File: config.mk
export PLATFORM = sky130hd
export DESIGN_NAME = lpht_front
export DESIGN_NICKNAME = d
export VERILOG_FILES = /design/src/sv/lpht_pkg.sv /design/src/sv/lpht_front.sv
export SDC_FILE = /design/constraint.sdc
export NUM_CORES = 1
export LEC_CHECK = 0
export BUFFER_PORTS_ARGS = -buffer_cell sky130_fd_sc_hd__buf_2
export CAP_MARGIN = 20
export CORE_ASPECT_RATIO = 1.1
export CORE_MARGIN = 5
export CORE_UTILIZATION = 50
export CTS_CLUSTER_SIZE = 28
export DETAILED_ROUTE_END_ITERATION = 6
export HOLD_SLACK_MARGIN = 0.15
export PLACE_DENSITY = 0.72
export SLEW_MARGIN = 25
export SYNTH_ARGS = -nofsm -noshare
export SYNTH_HDL_FRONTEND = slang
export SYNTH_SLANG_ARGS = --single-unit
File: constraint.sdc
create_clock -name clk_i -period 10.2 [get_ports clk_i]
set_input_delay 1.53 -clock clk_i [delete_from_list [all_inputs] [get_ports clk_i]]
set_output_delay 1.53 -clock clk_i [all_outputs]
set_load 0.005 [all_outputs]
File: src/sv/lpht_pkg.sv
// Shared types and constants for the linear probe hash table.
package lpht_pkg;
  localparam logic [63:0] HashSeed = 64'h13371337deadbeef;
  localparam int unsigned KeyW = 64;

  typedef enum logic [1:0] {
    FUNC_PUT = 2'd0,
    FUNC_GET = 2'd1,
    FUNC_DEL = 2'd2,
    FUNC_NOP = 2'd3
  } func_e;

  localparam logic [1:0] STATUS_OK = 2'd0;
  localparam logic [1:0] STATUS_MISS = 2'd1;
  localparam logic [1:0] STATUS_FULL = 2'd2;

  localparam logic [1:0] MARK_EMPTY = 2'd0;
  localparam logic [1:0] MARK_LIVE = 2'd1;
  localparam logic [1:0] MARK_TOMB = 2'd2;
endpackage

File: src/sv/lpht_front.sv
// Front end: key normalization, byte-serial hash and modulo reduction.
module lpht_front #(
  parameter int unsigned KEY_BYTES = 8,
  parameter int unsigned VALUE_WIDTH = 32,
  parameter int unsigned SW = 9
) (
  input  logic                   clk_i,
  input  logic                   rst_ni,
  input  logic                   in_vld_i,
  input  logic [1:0]             in_func_i,
  input  logic [63:0]            in_key_i,
  input  logic [VALUE_WIDTH-1:0] in_value_i,
  input  logic [SW-1:0]          size_i,
  output logic                   busy_o,
  output logic                   req_vld_o,
  input  logic                   req_rdy_i,
  output logic [1:0]             req_func_o,
  output logic [63:0]            req_key_o,
  output logic [VALUE_WIDTH-1:0] req_value_o,
  output logic [SW-1:0]          req_home_o
);
  import lpht_pkg::*;

  localparam logic [1:0] StIdle = 2'd0;
  localparam logic [1:0] StHash = 2'd1;
  localparam logic [1:0] StMod = 2'd2;
  localparam logic [1:0] StOut = 2'd3;
  localparam int unsigned CW = $clog2(KEY_BYTES + 1);

  logic [1:0] st_q, st_d;
  logic [1:0] func_q;
  logic [63:0] key_q, nkey;
  logic [VALUE_WIDTH-1:0] val_q;
  logic [63:0] h_q, h_d;
  logic [CW-1:0] cnt_q;
  logic [6:0] mstep_q;
  logic [SW-1:0] rem_q, rem_d;
  logic [SW:0] rem_sh;
  logic [7:0] b;
  logic [63:0] s;
  logic stop;

  // Normalize: clear bytes from the first zero byte on, and bytes at or beyond KEY_BYTES.
  always_comb begin
    stop = 1'b0;
    nkey = '0;
    for (int i = 0; i < 8; i++) begin
      if (in_key_i[8*i +: 8] == 8'd0 || i >= KEY_BYTES) stop = 1'b1;
      if (!stop) nkey[8*i +: 8] = in_key_i[8*i +: 8];
    end
  end

  assign b = key_q[8*cnt_q +: 8];
  assign s = {{56{b[7]}}, b};
  assign h_d = ((h_q ^ s) << 8) + s;
  // Restoring remainder, one hash bit per cycle, MSB first.
  assign rem_sh = {rem_q, h_q[63 - mstep_q[5:0]]};
  assign rem_d = (rem_sh >= {1'b0, size_i}) ? SW'(rem_sh - {1'b0, size_i})
                                            : rem_sh[SW-1:0];

  assign busy_o = (st_q != StIdle);
  assign req_vld_o = (st_q == StOut);
  assign req_func_o = func_q;
  assign req_key_o = key_q;
  assign req_value_o = val_q;
  assign req_home_o = rem_q;

  always_comb begin
    st_d = st_q;
    unique case (st_q)
      StIdle: if (in_vld_i) st_d = StHash;
      StHash: if (cnt_q == CW'(KEY_BYTES) || b == 8'd0) st_d = StMod;
      StMod: if (mstep_q == 7'd63) st_d = StOut;
      StOut: if (req_rdy_i) st_d = StIdle;
      default: st_d = StIdle;
    endcase
  end

  always_ff @(posedge clk_i or negedge rst_ni) begin
    if (!rst_ni) begin
      st_q <= StIdle;
    end else begin
      st_q <= st_d;
    end
  end

  always_ff @(posedge clk_i) begin
    unique case (st_q)
      StIdle: begin
        func_q <= in_func_i;
        key_q <= nkey;
        val_q <= in_value_i;
        h_q <= HashSeed;
        cnt_q <= '0;
        mstep_q <= '0;
        rem_q <= '0;
      end
      StHash: begin
        if (!(cnt_q == CW'(KEY_BYTES) || b == 8'd0)) begin
          h_q <= h_d;
          cnt_q <= cnt_q + 1'b1;
        end
      end
      StMod: begin
        rem_q <= rem_d;
        mstep_q <= mstep_q + 1'b1;
      end
      default: ;
    endcase
  end

  assert property (@(posedge clk_i) disable iff (!rst_ni)
    req_vld_o |-> req_home_o < size_i) else $error("home slot out of range");
  assert property (@(posedge clk_i) disable iff (!rst_ni)
    (req_vld_o && !req_rdy_i) |=> req_vld_o) else $error("request dropped");
  assert property (@(posedge clk_i) disable iff (!rst_ni)
    (st_q == StIdle && in_vld_i) |=> busy_o) else $error("busy missing");
endmodule

==> reports/qor.yml, run 1 <==
cap_violations: 0
coreArea_um2: 25300
r2r_start: "cnt_q[1]"
path_buf_inv: 2
vias_per_cell: 5.87
slew_viol_final: 0
drive_gt1_share_pct: 23.3
whs_ps: 655
worst_pin_slew_ps: 1030
ys_seq_area_share_pct: 42.9
synth_ff_type: "edfxtp_1"
dieWidth_um: 163
ff2ff_setup_slack_ps: 4720
cts_tree: "yes"
grt_max_degree: 75
slowest_stage: "edfxtp_1"
cts_max_level: 4
fin_crit_ps: 5480
initial_utilization_pct: 50.7
track_usage_pct: 23.4
postCtsSetupBuffers: 0
synth_cell_types: 88
ant_nets: 0
cp_top_family: "compound AO/OA/AOI/OAI gates"
cp_cell_sequence: "mux4_2, or2_0, nand3_4, inv_4, ha_1, inv_1, fa_1, nor2b_1, o21bai_1, a21boi_0, o211ai_1, o2bb2ai_4, o211ai_2, a31oi_4, a21boi_2, o41ai_2, mux2_1"
max_freq_mhz: 183
cts.sinks: 184
grt_overflow: 0
die_area_um2: 29000
ioPinCount: 220
r2r_cells: 17
synth_xor_area_share_pct: 6.67
grt_pass1_vias: 10100
root_buffer: "clkbuf_16"
cts_buffers: 17
holdPathStages: 2
worstSetupPathType: "reg2reg"
cts_hold_buf: 0
drt-initial-drc-count: 745
hp-class: "reg2reg"
cts.repair.resized: 0
gp_congestion: 0.929
ys_async_sr_fraction_pct: 1.09
required_ps: 10380
synthAdderAreaFrac_pct: 7.13
synthCells: 1220
startpoint_type: "flip-flop"
rsz0062_at_grt: "false"
wl_per_cell_um: 19.6
synth_edf_count: 182
fin_worst_skew_ps: 15.5
synth_mux_area_share_pct: 8.34
antenna_found_initial: 0
setup_viol: 0
syn-cell-area_um2: 12800
portBuffers: 219
dr.pass1.iters: 5
min_to: "st_q[1]"
rows: 61
grt_pass1_wl_um: 53700
fin_crit_sh_pct: 53.7
max_slew_margin_pct: 31.0
syn-num-nets: 1403
min_from: "st_q[1]"
synth-compound-area-share_pct: 14.3
cp.arrival_ps: 5660
ys_warn_count: 0
critPathMaxStageDelay_ps: 880
route.detailed.drc: 0
syn_avg_cell_area_um2: 10.5
area_delta_synth_final_pct: 14.9
synth-seq-cells: 184
clock_path_buffers: 2
synthSimpleGateAreaFrac_pct: 15.7
n_antenna_cell: 0
synth_top_family_by_area: "simple AND/OR/NAND/NOR gates"
finalNetCount: 1575
num_vias: 10300
routed_wl_um: 34300
status: "finished clean"
fin_tns_setup_ps: 0
r2r_end: "h_q[60]"
die-height_um: 178
crit_fanout: 55
hold_viol_final: 0
cp-end-kind: "flip-flop"
clk_latency_ps: 440
clk_pin_slew_ps: 80
hpwl_um: 25400
==> tightest hold or removal path, cell delays in order (launching register included) <==
cell     delay [ps]
dfrtp_1         370
inv_1           100
o21ai_0         150
==> state kept, by name (all words and copies together) (netlist names) <==
signal       flops
req_func_o       2
req_key_o       64
h_q             64
mstep_q          7
req_value_o     32
cnt_q            4
req_home_o       9
st_q             2
==> layer usage <==
metal / global-route usage [%] / share of wire (%)
met1: 29.0 / 39
met2: 40.5 / 50
met3: 5.59 / 8.5
met4: 7.79 / 2.6
met5: 0 / 0
==> kinds of logic (layout without fill, tap and decap cells) <==
group           Yosys count  count (layout)
fa+ha+maj                72              72
buf+inv                 147             332
simple gates            392             392
compound gates          268             268
mux                      60              60
xor+xnor                 97              97
flops                   184             184
==> worst max path at each step <==
stage,slack [ps],startpoint,cells past startpoint,end
global route,4370,cnt_q[1],16,h_q[60]
floorplan,1500,st_q[0],4,cnt_q[0]
detailed placement,4810,cnt_q[1],17,h_q[60]
global placement,5010,cnt_q[1],17,h_q[60]
CTS,4730,cnt_q[1],17,h_q[60]
finish,4720,cnt_q[1],17,h_q[60]
==> through the flow <==
| stage | setup WS [ps] | std cells | area [um2] | utilization (%) |
|---|---|---|---|---|
| 6_report | 4720 | 1751 | 14800 | 58.3 |
| 5_1_grt | 4370 | 1751 | 14800 | 58.3 |
| 4_1_cts | 4730 | 1751 | 14800 | 58.3 |
| 3_5_place_dp | 4810 | 1719 | 14100 | 55.7 |
| 3_3_place_gp | 5010 | 1719 | 14100 | 55.7 |
| 2_1_floorplan | 1500 | 1220 | 12800 | - |
==> cells in the mapped netlist, types with 31 or more instances <==
library cell,n,area [um2]
nor2_1,78,293
nand2_1,96,360
a31oi_1,36,225
ha_1,70,876
xnor2_1,80,701
clkbuf_1,50,188
edfxtp_1,182,5470
and2_1,67,419
o21ai_0,67,335
a21oi_1,51,255
mux4_2,31,698
inv_1,71,267
==> placed cells by master (no fill, tap or decap), types with 17 or more instances in the layout <==
cell | synthesis | layout
and2_1 | 67 | 67
o21ai_0 | 67 | 66
clkbuf_16 | 0 | 17
nand4_1 | 26 | 26
a21oi_1 | 51 | 51
mux4_2 | 31 | 31
xnor2_1 | 80 | 80
buf_2 | 12 | 219
ha_1 | 70 | 68
nor4_1 | 19 | 19
a31oi_1 | 36 | 36
mux2i_1 | 22 | 22
inv_1 | 71 | 71
nand2_1 | 96 | 96
nor2_1 | 78 | 78
edfxtp_1 | 182 | 182
==> final cells by class <==
| class | instances | area [um2] |
|---|---|---|
| clock buffer | 17 | 425 |
| sequential | 184 | 5520 |
| fill | 2178 | 10600 |
| inverter | 73 | 277 |
| multi-input combinational | 889 | 6740 |
| tap | 346 | 433 |
| timing repair buffer | 227 | 1160 |
| clock inverter | 15 | 229 |
Power of run 1 is not shown: default switching activity piles up to over one toggle a cycle in this logic, so the estimate is an artifact.
==> run 2, diff against run 1 <==
- PLACE_DENSITY: 0.72 -> 0.75
- clock period: 10.2 -> 4.65 ns (I/O delays scaled with it)
==> run 2 against run 1 <==
Global-route usage up 0.57 points. Worst hold slack got worse by 240 ps. Via count rose by 2.4%. Flip-flop and latch count stayed put. Die area unchanged. Setup slack worse by 4500 ps. Critical endpoint unchanged.
==> reports/qor.yml, run 2 (same netlist as run 1, synthesis figures left out) <==
grt_overflow: 0
use_met1_pct: 29.1
dieWidth_um: 163
grt_pass1_wl_um: 55100
fin_tns_setup_ps: 0
initial_utilization_pct: 50.7
worst_pin_slew_ps: 945
min_to: "req_value_o[15]"
r2r_end: "h_q[60]"
routed_wl_um: 35300
hpwl_um: 26800
holdPathStages: 1
clk_pin_slew_ps: 100
cts.sinks: 184
fin_worst_skew_ps: 17.6
ff2ff_setup_slack_ps: 230
die_area_um2: 29000
ant_nets: 0
crit_fanout: 11
final_common_cell: "buf_2"
drive_gt1_share_pct: 25.3
grt_max_degree: 74
setup_viol: 0
hp-class: "in2reg"
n_antenna_cell: 0
status: "finished clean"
max_freq_mhz: 226
whs_ps: 416
fin_crit_sh_pct: 95.1
clk_latency_ps: 450
drt-initial-drc-count: 896
track_usage_pct: 24.0
vias_per_cell: 5.90
dr.pass1.iters: 5
cts_tree: "yes"
max_slew_margin_pct: 36.8
clock_path_buffers: 2
slowest_stage: "mux4_2"
ioPinCount: 220
dp_cells: 1750
use_met2_pct: 42.1
startpoint_type: "flip-flop"
route.detailed.drc: 0
cts_max_level: 4
antenna_found_initial: 0
cp-end-kind: "flip-flop"
min_from: "in_value_i[15]"
r2r_start: "cnt_q[0]"
die-height_um: 178
grt_util_met3_pct: 5.80
cp.arrival_ps: 4610
required_ps: 4840
top_usage_layer: "met2"
cp_cell_sequence: "buf_12, mux4_2, mux2i_1, nor2_1, xor2_1, ha_1, inv_1, fa_1, nor2b_2, o21bai_1, a21boi_2, o211ai_1, o2bb2ai_4, o211ai_2, a31oi_4, a21boi_2, o41ai_2, mux2_1"
critPathMaxStageDelay_ps: 520
worstSetupPathType: "reg2reg"
r2r_cells: 18
gp_congestion: 0.960
rsz0062_at_grt: "false"
root_buffer: "clkbuf_16"
coreArea_um2: 25300
grt_pass1_vias: 10500
area_delta_synth_final_pct: 17.5
layout.cells.non_filler: 1785
num_vias: 10500
wl_per_cell_um: 19.8
cts_buffers: 17
mostFrequentLayoutCells: "219 x buf_2, 182 x edfxtp_1, 96 x nand2_1"
hold_viol_final: 0
final_util_pct: 59.6
crit_top_cell: "a21boi_2"
cap_violations: 0
slew_viol_final: 0
fin_crit_ps: 4420
finalNetCount: 1609
rows: 61
portBuffers: 219
run 2: worst max-delay path by stage:
stage | startpoint | to | slack, ps | cells after the start
global route | cnt_q[0] | h_q[31] | 3 | 16
global placement | cnt_q[0] | h_q[59] | 390 | 16
detailed placement | cnt_q[0] | h_q[62] | 220 | 15
CTS | cnt_q[0] | h_q[60] | 200 | 18
finish | cnt_q[0] | h_q[60] | 230 | 18
floorplan | cnt_q[0] | h_q[26] | 2 | 21
run 2: stage by stage:
| step | area, um2 | setup slack (ps) |
|---|---|---|
| floorplan | 12900 | 2.12 |
| CTS | 15100 | 198 |
| detailed placement | 14400 | 221 |
| global route | 15100 | 2.91 |
| finish | 15100 | 229 |
| global placement | 14400 | 386 |
run 2: final cells by class:
class / count / area, um2
clock inverters: 15 / 238
flip-flops and latches: 184 / 5520
fillers: 2163 / 10200
well taps: 346 / 433
multi-input cells: 889 / 6750
clock buffers: 17 / 425
repair buffers: 261 / 1470
inverters: 73 / 277
run 2: metal layers:
metal	up-vias	wire length, um
met5	-	0
met4	0	913
met3	67	2930
met2	494	18000
met1	5019	13400
li1	4947	-
run 2: critical path: cells and delay by family (launching register included):
kind                       cells  cell delay [ps]
buffers and inverters          2              240
DFF                            1              430
xor gates and xnor gates       1              140
muxes                          3             1060
adders and majority gates      2              560
AOI/OAI and AO/OA              8             1470
and+or+nand+nor                2              260
run 2: what timing repair did:
action	CTS	global route
endpoints found under the setup margin	0	7
hold endpoints to repair	2	0
hold buffers	1	0
buffers inserted	0	1
resized for setup	0	2
Power of run 2 is left out for the same reason.
